==> src/rtl/core/slr_pkg.sv <==
// Shared constants, widths and types of the speaker level to PCM resampler.
// No dependencies; every other file of the block imports this package.
`default_nettype none

package slr_pkg;

    localparam int FRAC_BITS = 24;

    localparam int LEVEL_W = 16;
    localparam int TICK_W  = 32;
    localparam int COUNT_W = 16;
    localparam int SPT_W   = 40;
    localparam int MAX_W   = 16;

    localparam int SPT_HALF     = SPT_W / 2;
    localparam int AMT_W        = MAX_W + FRAC_BITS;
    localparam int PLEN_W       = FRAC_BITS + 1;
    localparam int PSUM_W       = LEVEL_W + FRAC_BITS + 2;
    localparam int PROD_W       = TICK_W + SPT_W;
    localparam int CHUNK_PROD_W = TICK_W + SPT_HALF;

    localparam int MUL_A_W = TICK_W + 1;
    localparam int MUL_B_W = ((SPT_HALF > PLEN_W) ? SPT_HALF : PLEN_W) + 1;
    localparam int MUL_P_W = MUL_A_W + MUL_B_W;

    localparam int APB_ADDR_W = 4;
    localparam int APB_DATA_W = 64;

    localparam logic [PLEN_W-1:0] ONE = {1'b1, {FRAC_BITS{1'b0}}};

    localparam logic [LEVEL_W-1:0] LEVEL_RESET = 16'h8300;
    localparam logic [LEVEL_W-1:0] TOGGLE_MASK = 16'hFE00;

    localparam logic KIND_SET    = 1'b0;
    localparam logic KIND_TOGGLE = 1'b1;

    localparam logic REG_SPT = 1'b0;
    localparam logic REG_MAX = 1'b1;

    localparam logic [SPT_W-1:0] SPT_RESET = 40'd369098;
    localparam logic [MAX_W-1:0] MAX_RESET = 16'd4096;

    typedef struct packed {
        logic [SPT_W-1:0] spt;
        logic [MAX_W-1:0] max_run;
    } cfg_t;

endpackage

`default_nettype wire

==> src/rtl/core/slr_if.sv <==
// Stream interfaces of the resampler: speaker events in, PCM run packets out.
// Depends on slr_pkg for the field widths.
`default_nettype none

interface slr_event_if;
    import slr_pkg::*;

    logic                      valid;
    logic                      ready;
    logic                      kind;
    logic signed [LEVEL_W-1:0] level;
    logic [TICK_W-1:0]         tick;

    modport source (output valid, kind, level, tick, input ready);
    modport sink (input valid, kind, level, tick, output ready);
endinterface

interface slr_packet_if;
    import slr_pkg::*;

    logic                      valid;
    logic                      ready;
    logic signed [LEVEL_W-1:0] sample_level;
    logic [COUNT_W-1:0]        sample_count;
    logic                      last_of_run;

    modport source (output valid, sample_level, sample_count, last_of_run, input ready);
    modport sink (input valid, sample_level, sample_count, last_of_run, output ready);
endinterface

`default_nettype wire

==> src/rtl/core/slr_mul.sv <==
// Shared signed multiplier of the resampler with a registered product.
// Depends on slr_pkg for the operand widths.
`default_nettype none

module slr_mul (
    input  logic                              clk,
    input  logic signed [slr_pkg::MUL_A_W-1:0] a,
    input  logic signed [slr_pkg::MUL_B_W-1:0] b,
    output logic signed [slr_pkg::MUL_P_W-1:0] product
);
    import slr_pkg::*;

    logic signed [MUL_P_W-1:0] product_reg;

    always_ff @(posedge clk)
    begin
        product_reg <= MUL_P_W'(a) * MUL_P_W'(b);
    end

    assign product = product_reg;

endmodule

`default_nettype wire

==> src/rtl/core/slr_cfg.sv <==
// APB register file of the resampler: samples per tick and the run limit.
// Depends on slr_pkg for the register layout and reset values.
`default_nettype none

module slr_cfg (
    input  logic                            clk,
    input  logic                            rst_n,
    input  logic                            psel,
    input  logic                            penable,
    input  logic                            pwrite,
    input  logic [slr_pkg::APB_ADDR_W-1:0]  paddr,
    input  logic [slr_pkg::APB_DATA_W-1:0]  pwdata,
    output logic [slr_pkg::APB_DATA_W-1:0]  prdata,
    output logic                            pready,
    output slr_pkg::cfg_t                   cfg
);
    import slr_pkg::*;

    cfg_t cfg_reg;
    logic wr_en;
    logic reg_sel;

    assign pready  = 1'b1;
    assign wr_en   = psel && penable && pwrite && pready;
    assign reg_sel = paddr[3];

    always_ff @(posedge clk or negedge rst_n)
    begin
        if (!rst_n)
        begin
            cfg_reg.spt     <= SPT_RESET;
            cfg_reg.max_run <= MAX_RESET;
        end
        else if (wr_en)
        begin
            if (reg_sel == REG_SPT)
            begin
                cfg_reg.spt <= pwdata[SPT_W-1:0];
            end
            else
            begin
                cfg_reg.max_run <= pwdata[MAX_W-1:0];
            end
        end
    end

    always_comb
    begin
        if (reg_sel == REG_MAX)
        begin
            prdata = APB_DATA_W'(cfg_reg.max_run);
        end
        else
        begin
            prdata = APB_DATA_W'(cfg_reg.spt);
        end
    end

    assign cfg = cfg_reg;

endmodule

`default_nettype wire

==> src/rtl/core/speaker_level_to_pcm_resampler.sv <==
// Top level of the speaker level to PCM resampler: sequencer, state and output register.
// Depends on slr_pkg, slr_if, slr_mul and slr_cfg.
`default_nettype none

// Each accepted speaker event is worked through by a small sequencer that reuses one
// 33 by 26 bit multiplier: two passes form the elapsed ticks times samples per tick,
// one pass weights the level into a partly filled sample, and one pass starts the next
// partial sample. An event that only adds to the pending sample emits no packet, one that
// runs past the end of the pending sample emits its average, and one that covers more
// than a whole sample also emits a run; the sequencer waits while the sink holds back a
// packet. The event port is ready only between events, and the last packet of an event
// may wait in the output register while the next event is taken. Registers sit at byte
// addresses 0 and 8 of a 64-bit APB port.
module speaker_level_to_pcm_resampler (
    input  logic                            clk,
    input  logic                            rst_n,
    slr_event_if.sink                       spk,
    slr_packet_if.source                    pcm,
    input  logic                            psel,
    input  logic                            penable,
    input  logic                            pwrite,
    input  logic [slr_pkg::APB_ADDR_W-1:0]  paddr,
    input  logic [slr_pkg::APB_DATA_W-1:0]  pwdata,
    output logic [slr_pkg::APB_DATA_W-1:0]  prdata,
    output logic                            pready
);
    import slr_pkg::*;

    typedef enum logic [3:0] {
        ST_IDLE,
        ST_MUL_LO,
        ST_MUL_HI,
        ST_ADD,
        ST_CLAMP,
        ST_PEND,
        ST_ACCUM,
        ST_AVG,
        ST_EMIT_AVG,
        ST_WHOLE,
        ST_FRAC,
        ST_FIN
    } state_t;

    cfg_t cfg;

    state_t                    state_reg,     state_next;
    logic [LEVEL_W-1:0]        level_reg,     level_next;
    logic [TICK_W-1:0]         prev_tick_reg, prev_tick_next;
    logic [PLEN_W-1:0]         plen_reg,      plen_next;
    logic signed [PSUM_W-1:0]  psum_reg,      psum_next;
    logic [TICK_W-1:0]         tick_reg,      tick_next;
    logic [TICK_W-1:0]         delta_reg,     delta_next;
    logic                      special_reg,   special_next;
    logic [PROD_W-1:0]         acc_reg,       acc_next;
    logic [AMT_W-1:0]          amount_reg,    amount_next;
    logic                      out_valid_reg, out_valid_next;
    logic [LEVEL_W-1:0]        out_level_reg, out_level_next;
    logic [COUNT_W-1:0]        out_count_reg, out_count_next;
    logic                      out_last_reg,  out_last_next;

    logic signed [MUL_A_W-1:0] mul_a;
    logic signed [MUL_B_W-1:0] mul_b;
    logic signed [MUL_P_W-1:0] product;

    logic                      accept;
    logic                      slot_free;
    logic [AMT_W-1:0]          limit;
    logic                      too_big;
    logic [AMT_W:0]            pend_sum;
    logic                      crosses;
    logic [PLEN_W-1:0]         rest;
    logic [LEVEL_W-1:0]        new_level;
    logic signed [PSUM_W-1:0]  quot;
    logic                      adj;
    logic [LEVEL_W-1:0]        avg;

    slr_cfg u_cfg (
        .clk     (clk),
        .rst_n   (rst_n),
        .psel    (psel),
        .penable (penable),
        .pwrite  (pwrite),
        .paddr   (paddr),
        .pwdata  (pwdata),
        .prdata  (prdata),
        .pready  (pready),
        .cfg     (cfg)
    );

    slr_mul u_mul (
        .clk     (clk),
        .a       (mul_a),
        .b       (mul_b),
        .product (product)
    );

    assign accept    = spk.valid && spk.ready;
    assign slot_free = !out_valid_reg || pcm.ready;
    assign new_level = (spk.kind == KIND_TOGGLE) ? (level_reg ^ TOGGLE_MASK) : spk.level;

    assign limit    = {cfg.max_run, {FRAC_BITS{1'b0}}};
    assign too_big  = (acc_reg[PROD_W-1:AMT_W] != '0) || (acc_reg[AMT_W-1:0] > limit);
    assign pend_sum = {1'b0, amount_reg} + (AMT_W + 1)'(plen_reg);
    assign crosses  = pend_sum > (AMT_W + 1)'(ONE);
    assign rest     = ONE - plen_reg;

    assign quot = psum_reg >>> FRAC_BITS;
    assign adj  = psum_reg[PSUM_W-1] && (psum_reg[FRAC_BITS-1:0] != '0);
    assign avg  = quot[LEVEL_W-1:0] + LEVEL_W'(adj);

    always_comb
    begin
        case (state_reg)
            ST_MUL_LO:
            begin
                mul_a = {1'b0, delta_reg};
                mul_b = MUL_B_W'(cfg.spt[SPT_HALF-1:0]);
            end
            ST_MUL_HI:
            begin
                mul_a = {1'b0, delta_reg};
                mul_b = MUL_B_W'(cfg.spt[SPT_W-1:SPT_HALF]);
            end
            ST_PEND:
            begin
                mul_a = MUL_A_W'($signed(level_reg));
                mul_b = MUL_B_W'(crosses ? rest : amount_reg[PLEN_W-1:0]);
            end
            ST_FRAC:
            begin
                mul_a = MUL_A_W'($signed(level_reg));
                mul_b = MUL_B_W'(amount_reg[PLEN_W-1:0]);
            end
            default:
            begin
                mul_a = '0;
                mul_b = '0;
            end
        endcase
    end

    always_comb
    begin
        state_next     = state_reg;
        level_next     = level_reg;
        prev_tick_next = prev_tick_reg;
        plen_next      = plen_reg;
        psum_next      = psum_reg;
        tick_next      = tick_reg;
        delta_next     = delta_reg;
        special_next   = special_reg;
        acc_next       = acc_reg;
        amount_next    = amount_reg;
        out_valid_next = out_valid_reg && !pcm.ready;
        out_level_next = out_level_reg;
        out_count_next = out_count_reg;
        out_last_next  = out_last_reg;

        case (state_reg)
            ST_IDLE:
            begin
                if (accept)
                begin
                    level_next   = new_level;
                    tick_next    = spk.tick;
                    delta_next   = spk.tick - prev_tick_reg;
                    special_next = (spk.tick < prev_tick_reg) || (prev_tick_reg == '0);
                    state_next   = ST_MUL_LO;
                end
            end
            ST_MUL_LO:
            begin
                state_next = ST_MUL_HI;
            end
            ST_MUL_HI:
            begin
                acc_next   = PROD_W'(product[CHUNK_PROD_W-1:0]);
                state_next = ST_ADD;
            end
            ST_ADD:
            begin
                acc_next   = acc_reg + (PROD_W'(product[CHUNK_PROD_W-1:0]) << SPT_HALF);
                state_next = ST_CLAMP;
            end
            ST_CLAMP:
            begin
                amount_next = (special_reg || too_big) ? AMT_W'(ONE) : acc_reg[AMT_W-1:0];
                state_next  = ST_PEND;
            end
            ST_PEND:
            begin
                if (plen_reg == '0)
                begin
                    state_next = ST_WHOLE;
                end
                else if (crosses)
                begin
                    amount_next = amount_reg - AMT_W'(rest);
                    state_next  = ST_AVG;
                end
                else
                begin
                    plen_next  = plen_reg + amount_reg[PLEN_W-1:0];
                    state_next = ST_ACCUM;
                end
            end
            ST_ACCUM:
            begin
                psum_next      = psum_reg + PSUM_W'(product);
                prev_tick_next = tick_reg;
                state_next     = ST_IDLE;
            end
            ST_AVG:
            begin
                psum_next  = psum_reg + PSUM_W'(product);
                state_next = ST_EMIT_AVG;
            end
            ST_EMIT_AVG:
            begin
                if (slot_free)
                begin
                    out_valid_next = 1'b1;
                    out_level_next = avg;
                    out_count_next = COUNT_W'(1);
                    out_last_next  = !(amount_reg > AMT_W'(ONE));
                    plen_next      = '0;
                    psum_next      = '0;
                    state_next     = ST_WHOLE;
                end
            end
            ST_WHOLE:
            begin
                if (!(amount_reg > AMT_W'(ONE)))
                begin
                    state_next = ST_FRAC;
                end
                else if (slot_free)
                begin
                    out_valid_next = 1'b1;
                    out_level_next = level_reg;
                    out_count_next = amount_reg[AMT_W-1:FRAC_BITS];
                    out_last_next  = 1'b1;
                    amount_next    = {{MAX_W{1'b0}}, amount_reg[FRAC_BITS-1:0]};
                    state_next     = ST_FRAC;
                end
            end
            ST_FRAC:
            begin
                plen_next  = amount_reg[PLEN_W-1:0];
                state_next = ST_FIN;
            end
            ST_FIN:
            begin
                psum_next      = PSUM_W'(product);
                prev_tick_next = tick_reg;
                state_next     = ST_IDLE;
            end
            default:
            begin
                state_next = ST_IDLE;
            end
        endcase
    end

    always_ff @(posedge clk or negedge rst_n)
    begin
        if (!rst_n)
        begin
            state_reg     <= ST_IDLE;
            level_reg     <= LEVEL_RESET;
            prev_tick_reg <= '0;
            plen_reg      <= '0;
            psum_reg      <= '0;
            tick_reg      <= '0;
            delta_reg     <= '0;
            special_reg   <= 1'b0;
            acc_reg       <= '0;
            amount_reg    <= '0;
            out_valid_reg <= 1'b0;
            out_level_reg <= '0;
            out_count_reg <= '0;
            out_last_reg  <= 1'b0;
        end
        else
        begin
            state_reg     <= state_next;
            level_reg     <= level_next;
            prev_tick_reg <= prev_tick_next;
            plen_reg      <= plen_next;
            psum_reg      <= psum_next;
            tick_reg      <= tick_next;
            delta_reg     <= delta_next;
            special_reg   <= special_next;
            acc_reg       <= acc_next;
            amount_reg    <= amount_next;
            out_valid_reg <= out_valid_next;
            out_level_reg <= out_level_next;
            out_count_reg <= out_count_next;
            out_last_reg  <= out_last_next;
        end
    end

    assign spk.ready        = (state_reg == ST_IDLE);
    assign pcm.valid        = out_valid_reg;
    assign pcm.sample_level = out_level_reg;
    assign pcm.sample_count = out_count_reg;
    assign pcm.last_of_run  = out_last_reg;

    a_accept_starts: assert property (@(posedge clk) disable iff (!rst_n)
        accept |=> state_reg == ST_MUL_LO)
        else $error("An accepted event did not start the multiply sequence.");

    a_partial_bound: assert property (@(posedge clk) disable iff (!rst_n)
        plen_reg <= ONE)
        else $error("The pending sample is longer than one sample.");

    a_amount_clamped: assert property (@(posedge clk) disable iff (!rst_n)
        state_reg == ST_PEND |-> (amount_reg <= limit || amount_reg == AMT_W'(ONE)))
        else $error("The sample amount escaped the run limit.");

    a_count_nonzero: assert property (@(posedge clk) disable iff (!rst_n)
        pcm.valid |-> pcm.sample_count != '0)
        else $error("A packet carries a zero sample count.");

endmodule

`default_nettype wire
==> src/flat_wrapper.sv <==
// flat-port wrapper written by rule: the top's interface ports become plain ports
module speaker_level_to_pcm_resampler_flat import slr_pkg::*;
  (clk, rst_n, psel, penable, pwrite, paddr, pwdata, prdata, pready, spk_valid, spk_kind, spk_level, spk_tick, spk_ready, pcm_valid, pcm_sample_level, pcm_sample_count, pcm_last_of_run, pcm_ready);
  slr_event_if spk_i ();
  slr_packet_if pcm_i ();
  input  logic clk;
  input  logic rst_n;
  input  logic psel;
  input  logic penable;
  input  logic pwrite;
  input  logic [slr_pkg::APB_ADDR_W-1:0] paddr;
  input  logic [slr_pkg::APB_DATA_W-1:0] pwdata;
  output logic [slr_pkg::APB_DATA_W-1:0] prdata;
  output logic pready;
  input wire logic [$bits(spk_i.valid)-1:0] spk_valid;
  input wire logic [$bits(spk_i.kind)-1:0] spk_kind;
  input wire logic [$bits(spk_i.level)-1:0] spk_level;
  input wire logic [$bits(spk_i.tick)-1:0] spk_tick;
  output wire logic [$bits(spk_i.ready)-1:0] spk_ready;
  output wire logic [$bits(pcm_i.valid)-1:0] pcm_valid;
  output wire logic [$bits(pcm_i.sample_level)-1:0] pcm_sample_level;
  output wire logic [$bits(pcm_i.sample_count)-1:0] pcm_sample_count;
  output wire logic [$bits(pcm_i.last_of_run)-1:0] pcm_last_of_run;
  input wire logic [$bits(pcm_i.ready)-1:0] pcm_ready;
  assign spk_i.valid = spk_valid;
  assign spk_i.kind = spk_kind;
  assign spk_i.level = spk_level;
  assign spk_i.tick = spk_tick;
  assign spk_ready = spk_i.ready;
  assign pcm_valid = pcm_i.valid;
  assign pcm_sample_level = pcm_i.sample_level;
  assign pcm_sample_count = pcm_i.sample_count;
  assign pcm_last_of_run = pcm_i.last_of_run;
  assign pcm_i.ready = pcm_ready;
  speaker_level_to_pcm_resampler u_core (.clk(clk), .rst_n(rst_n), .spk(spk_i), .pcm(pcm_i), .psel(psel), .penable(penable), .pwrite(pwrite), .paddr(paddr), .pwdata(pwdata), .prdata(prdata), .pready(pready));
endmodule
==> config.mk <==
export PLATFORM = sky130hd
export DESIGN_NAME = speaker_level_to_pcm_resampler_flat
export DESIGN_NICKNAME = d
export VERILOG_FILES = /design/src/rtl/core/slr_pkg.sv /design/src/rtl/core/slr_if.sv /design/src/rtl/core/slr_mul.sv /design/src/rtl/core/slr_cfg.sv /design/src/rtl/core/speaker_level_to_pcm_resampler.sv /design/src/flat_wrapper.sv
export SDC_FILE = /design/constraint.sdc
export NUM_CORES = 2
export LEC_CHECK = 0
export BUFFER_PORTS_ARGS = -buffer_cell sky130_fd_sc_hd__buf_2
export CORE_MARGIN = 4
export CORE_UTILIZATION = 60
export CTS_CLUSTER_SIZE = 24
export DETAILED_ROUTE_END_ITERATION = 16
export PLACE_DENSITY = 0.84
export REMOVE_ABC_BUFFERS = 1
export SETUP_SLACK_MARGIN = 0.4
export SLEW_MARGIN = 20
export SYNTH_ARGS = -nofsm -noshare
export SYNTH_HDL_FRONTEND = slang
export SYNTH_SLANG_ARGS = --single-unit
==> constraint.sdc <==
create_clock -name clk -period 21.4 [get_ports clk]
set_clock_uncertainty 0.05 [all_clocks]
set_input_delay 3.21 -clock clk [delete_from_list [all_inputs] [get_ports clk]]
set_output_delay 3.21 -clock clk [all_outputs]
set_load 0.005 [all_outputs]
Yosys cells after proc, flatten, opt, wreduce, memory -nomap -nowiden
Cells that the tools add are included.

word-level totals
  bits in registers = 438
  bits of input ports = 124
  output and inout port bits = 100
  logic and storage cells = 132

operators by class
  $add $sub $neg = 8
  multipliers = 1
  magnitude comparators = 4
  equality and inequality tests = 19
  multiplexer cells = 40
  bitwise gates (word level) = 4
  reduce and logical (&&, ||, !) cells = 37

operators with widths
  operator              count
  $mux 40               6
  $pmux 72 s2           1
  $pmux 42 s3           1
  $pmux 40 s3           1
  $mux 16               7
  $mux 25               4
  $pmux 25 s4           1
  $pmux 25 s3           1
  $add 72x72->72        1
  $pmux 33 s2           1
  $pmux 16 s2           2
  $mul 33x26->52        1
  $add 42x42->42        1
  $mux 42               1
  $add 40x25->41        1
  $gt 41x25->1 const B  1
  $gt 40x25->1 const B  1
  $gt 40x40->1          1
  $pmux 4 s10           1
  $sub 40x25->40        1
  $logic_not 32->1      1
  $lt 32x32->1          1
  $reduce_bool 32->1    1
  $sub 32x32->32        1
  28 further kinds      74

Logic depth before layout (Yosys ltp)
  word-level depth = 5
  gate-level depth with buffers = 49
  gate-level depth less buffers = 45

Modules after synthesis
Synthesis repeated with hierarchy kept, for this count alone.

second synthesis, totals
  cell total of the unflattened synthesis = 6,659
  area total of the unflattened synthesis = 59,816.1 um^2

modules (own cells, without submodules)
  module                          times used  cells each  area an instance (um^2)  seq. area each (um^2)
  slr_mul                         1           3,418       31,423.9                 1,181.1
  speaker_level_to_pcm_resampler  1           3,051       25,680.9                 8,261.7
  slr_cfg                         1           190         2,711.4                  1,413.9

Worst setup path before layout
No wires, ideal clock.

  kind = register to register
  from = register u_core.plen_reg[0]
  to = register u_core.u_mul.product_reg[51] (netlist: u_core.u_mul.product[51])
  arrival time = 11,311 ps
  slack = 9,910 ps
  stages on the path, launching flop included = 43
  path buffers = 4
  cells stage by stage = dfrtp_1 -> ha_1 -> fa_1 -> a21o_1 -> a221oi_2 -> a21oi_1 -> xor2_1 -> a311o_1 -> nor4_1 -> nand4b_1 -> or4_1 -> a211o_1 -> buf_2 -> o21ai_4 -> clkbuf_1 -> buf_1 -> a21oi_1 -> clkbuf_1 -> (+7 left out) -> inv_1 -> fa_1 -> fa_1 -> fa_1 -> inv_1 -> ha_1 -> a41oi_1 -> o21ai_0 -> a221o_1 -> a221oi_1 -> a21boi_0 -> a31o_2 -> a211o_1 -> a21o_1 -> nand2_1 -> or2_2 -> a31o_2 -> xnor3_1

on the way
  longest elaborated chain between the ends = 5
  elaborated cells between the ends (all ways) = 6

ends and longest elaborated chain
  element                 line                                   source
  from (decl)             speaker_level_to_pcm_resampler.sv:49   logic [PLEN_W-1:0] plen_reg, plen_next;
  from (signal assigned)  speaker_level_to_pcm_resampler.sv:289  plen_reg <= plen_next;
  $add 40x25->41          speaker_level_to_pcm_resampler.sv:103  assign pend_sum = {1'b0, amount_reg} + (AMT_W + 1)'(plen_reg);
  $gt 41x25->1            speaker_level_to_pcm_resampler.sv:104  assign crosses = pend_sum > (AMT_W + 1)'(ONE);
  $mux 25 (*)             speaker_level_to_pcm_resampler.sv:127  mul_b = MUL_B_W'(crosses ? rest : amount_reg[PLEN_W-1:0]);
  $pmux 25 s4 (*)         speaker_level_to_pcm_resampler.sv:113  case (state_reg)
  $mul 33x26->52 (*)      slr_mul.sv:17                          product_reg <= MUL_P_W'(a) * MUL_P_W'(b);
  to (signal assigned)    slr_mul.sv:17
  to (decl)               slr_mul.sv:13                          logic signed [MUL_P_W-1:0] product_reg;

Every way passes the cells marked *; elsewhere a longest branch is shown, timed or not.
A chain may end at the register's enable or synchronous reset.

Worst setup path in the final report
Same ends and word-level chain as after synthesis.

==> impl_metrics.ini <==
[sta]
final_max_slew_viol_count = 0
setup_violations = 0
min_period_over_period_pct = 66.7
finalHoldViolCount = 0
tns_ps = 0
slew_headroom_pct = 20.6
fin_ws_ps = 7120
layout_min_cycle_time_ps = 14280
whs_ps = 419
worst_slew_pin_slew_ps = 1190
fmax_mhz = 70.0
rsz0062_at_grt = false

[global_routing]
first_global_vias = 47400
grt_overflow = 0
track_usage_pct = 34.0
antenna_found_initial = 3
grt_pass1_wl_mm = 259
grt_max_degree = 106

[placement]
numPortBuffers = 171
place_area_um2 = 57000
gp_congestion = 0.993
pre_cts_ws_ps = 7440
dp_hpwl_mm = 128

[worst_setup_path]
critPathMaxFanout = 14
r2r-start = u_core.plen_reg[0]
worst_path_most_repeated_cell = fa_1
arrival_ps = 14720
path_buf_inv = 4
cp-start-kind = flop
r2r_cells = 39
critical_path.top_delay_family = compound AO/OA/AOI/OAI gates
slowest_delay_ps = 800
regToRegSetupSlack_ps = 7120
r2r_end = u_core.u_mul.product[51]
cp-end-kind = flop
cp.required_ps = 21830
critPathSlowestCell = a21oi_2
worstSetupPathType = reg2reg

[power]
ir_drop_mv = 0.109
p_per_area_nw_per_um2 = 170
cellLeakagePower_uw = 0.0289

[drt]
vias = 45900
vias_per_cell = 6.07
ant_nets = 0
wl_per_cell_um = 21.7
drcViolationCount = 0
wirelength_mm = 164
dr.pass1.iters = 7
drtIter0Drc = 4432

[min_path]
hold_depth = 2
holdPathEnd = u_core.tick_reg[11]
min_from = u_core.tick_reg[11]
hold_path.class = reg2reg

[cts]
clk_pin_slew_ps = 60
cts_root_buffer = clkbuf_16
htree_levels = 2
numCtsBuffers = 52
cts_sinks = 438
clock_path_buffers = 3
cts_tree = done
clk_latency_ps = 670
postCtsSetupRepairBufs = 0
hold_buffers = 0
cts_resized = 0

[finish]
fin_util_pct = 65.0
area_delta_synth_final_pct = 6.98
nNetsFinal = 7583
diodes = 0
largest_reg_flops = 72
fin_area_um2 = 58800
drive_gt1_share_pct = 8.81
layout_commonest_cell = inv_1
fill_cells = 6996
mostFrequentLayoutCells = inv_1, fa_1, nand2_1

[floorplanning]
die_x_um = 311
num_io_pins = 224
die_area_um2 = 96500
rows = 110
core_um2 = 90400
initial_utilization_pct = 60.8
dieHeight_um = 311

[synthesis]
ys_ff_latch = 438
synth_warnings = 0
avgSynthCellArea_um2 = 8.71
async_reset_ff_share_pct = 88.1
synthXorXnorAreaFrac_pct = 3.89
netlist_area_um2 = 55000
synth_top_area_cell = fa_1
synth_top_cell_area_share_pct = 28.4
syn_inst = 6309
synth_edf_count = 0
synth_compound_area_share_pct = 12.8
synthMuxAreaShare_pct = 2.86
yosys.area_share.simple_pct = 15.2
ys.flop_type = dfrtp_1
synth_top_family_by_area = adder cells
yosysSeqAreaShare_pct = 19.5
netlist_top_cells_area = fa_1, dfrtp_1, ha_1
synthAdderAreaFrac_pct = 36.1
synth.distinct_cells = 81

[run]
cap_violations = 0

[status]
outcome = completed
[logic make-up (layout without fill, tap and decap cells)]
logic type	Yosys count	count (layout)
XOR/XNOR	240	240
buffers and inverters	1382	1431
AND/OR/NAND/NOR	1880	1880
adder cells (fa/ha/maj)	1120	1120
AO/OA/AOI/OAI	1107	1107
other	2	25
flip-flops	438	438
multiplexers	140	140
[metal layers]
layer | up-vias | track usage [%] | share of wire [%]
li1 | 20200 | - | -
met1 | 22500 | 42.4 | 37
met2 | 2469 | 53.9 | 45
met3 | 660 | 8.80 | 11
met4 | 0 | 19.6 | 7.3
met5 | - | 0 | 0
[per-stage QoR]
step / total power, uW / cells
2_1_floorplan: 6560 / 6025
4_1_cts: 9820 / 7556
5_1_grt: 10800 / 7557
6_report: 9970 / 7557
3_3_place_gp: 8540 / 7460
3_5_place_dp: 8840 / 7460
[layout make-up]
cell class | count | area [um2] | area share [%]
clock buffer | 69 | 1450 | 2.46
timing repair buffer | 260 | 1550 | 2.64
sequential | 438 | 10700 | 18.2
clock inverter | 27 | 344 | 0.585
inverter | 1075 | 4040 | 6.86
multi-input combinational | 4512 | 39200 | 66.7
tap | 1176 | 1470 | 2.50
[synthesized netlist by cell type, types with 41 or more instances]
cell and n:
ha_1 341, xnor2_1 137, dfrtp_1 373, fa_1 779, nor4_1 47, a21o_1 92
a22oi_1 66, a22o_1 41, clkbuf_1 257, nor2_1 645, and2_1 49, nand2b_1 78
xor2_1 100, a21oi_1 317, nor2b_1 63, dfxtp_1 52, inv_1 1075, mux2_2 136
nand2_1 717, nand3_1 59, o21ai_0 291, nor3_1 50
[worst reg2reg max path: cells and delay by family (launching register included)]
kind | cells | cell delay (ps)
compound gates | 14 | 5110
simple gates | 9 | 3050
buf+inv | 4 | 220
xor+xnor | 2 | 560
fa+ha+maj | 10 | 4620
flops | 1 | 490
[worst max path at each step]
stage                        start                        to  slack, ps  cells past startpoint
2_1_floorplan  u_core.state_reg[1]  u_core.u_mul.product[51]       9100                     30
3_3_place_gp    u_core.plen_reg[0]  u_core.u_mul.product[51]       7600                     39
3_5_place_dp    u_core.plen_reg[0]  u_core.u_mul.product[51]       7440                     39
4_1_cts         u_core.plen_reg[0]  u_core.u_mul.product[51]       7350                     39
5_1_grt         u_core.plen_reg[0]  u_core.u_mul.product[51]       6680                     39
6_report        u_core.plen_reg[0]  u_core.u_mul.product[51]       7120                     39
[where the power goes]
part	internal, uW	leakage (uW)	switching [uW]	total, uW
clock	549	0.000877	394	943
sequential	1190	0.00519	505	1690
combinational	2750	0.0228	4580	7330
(Power assumes the default switching activity.)
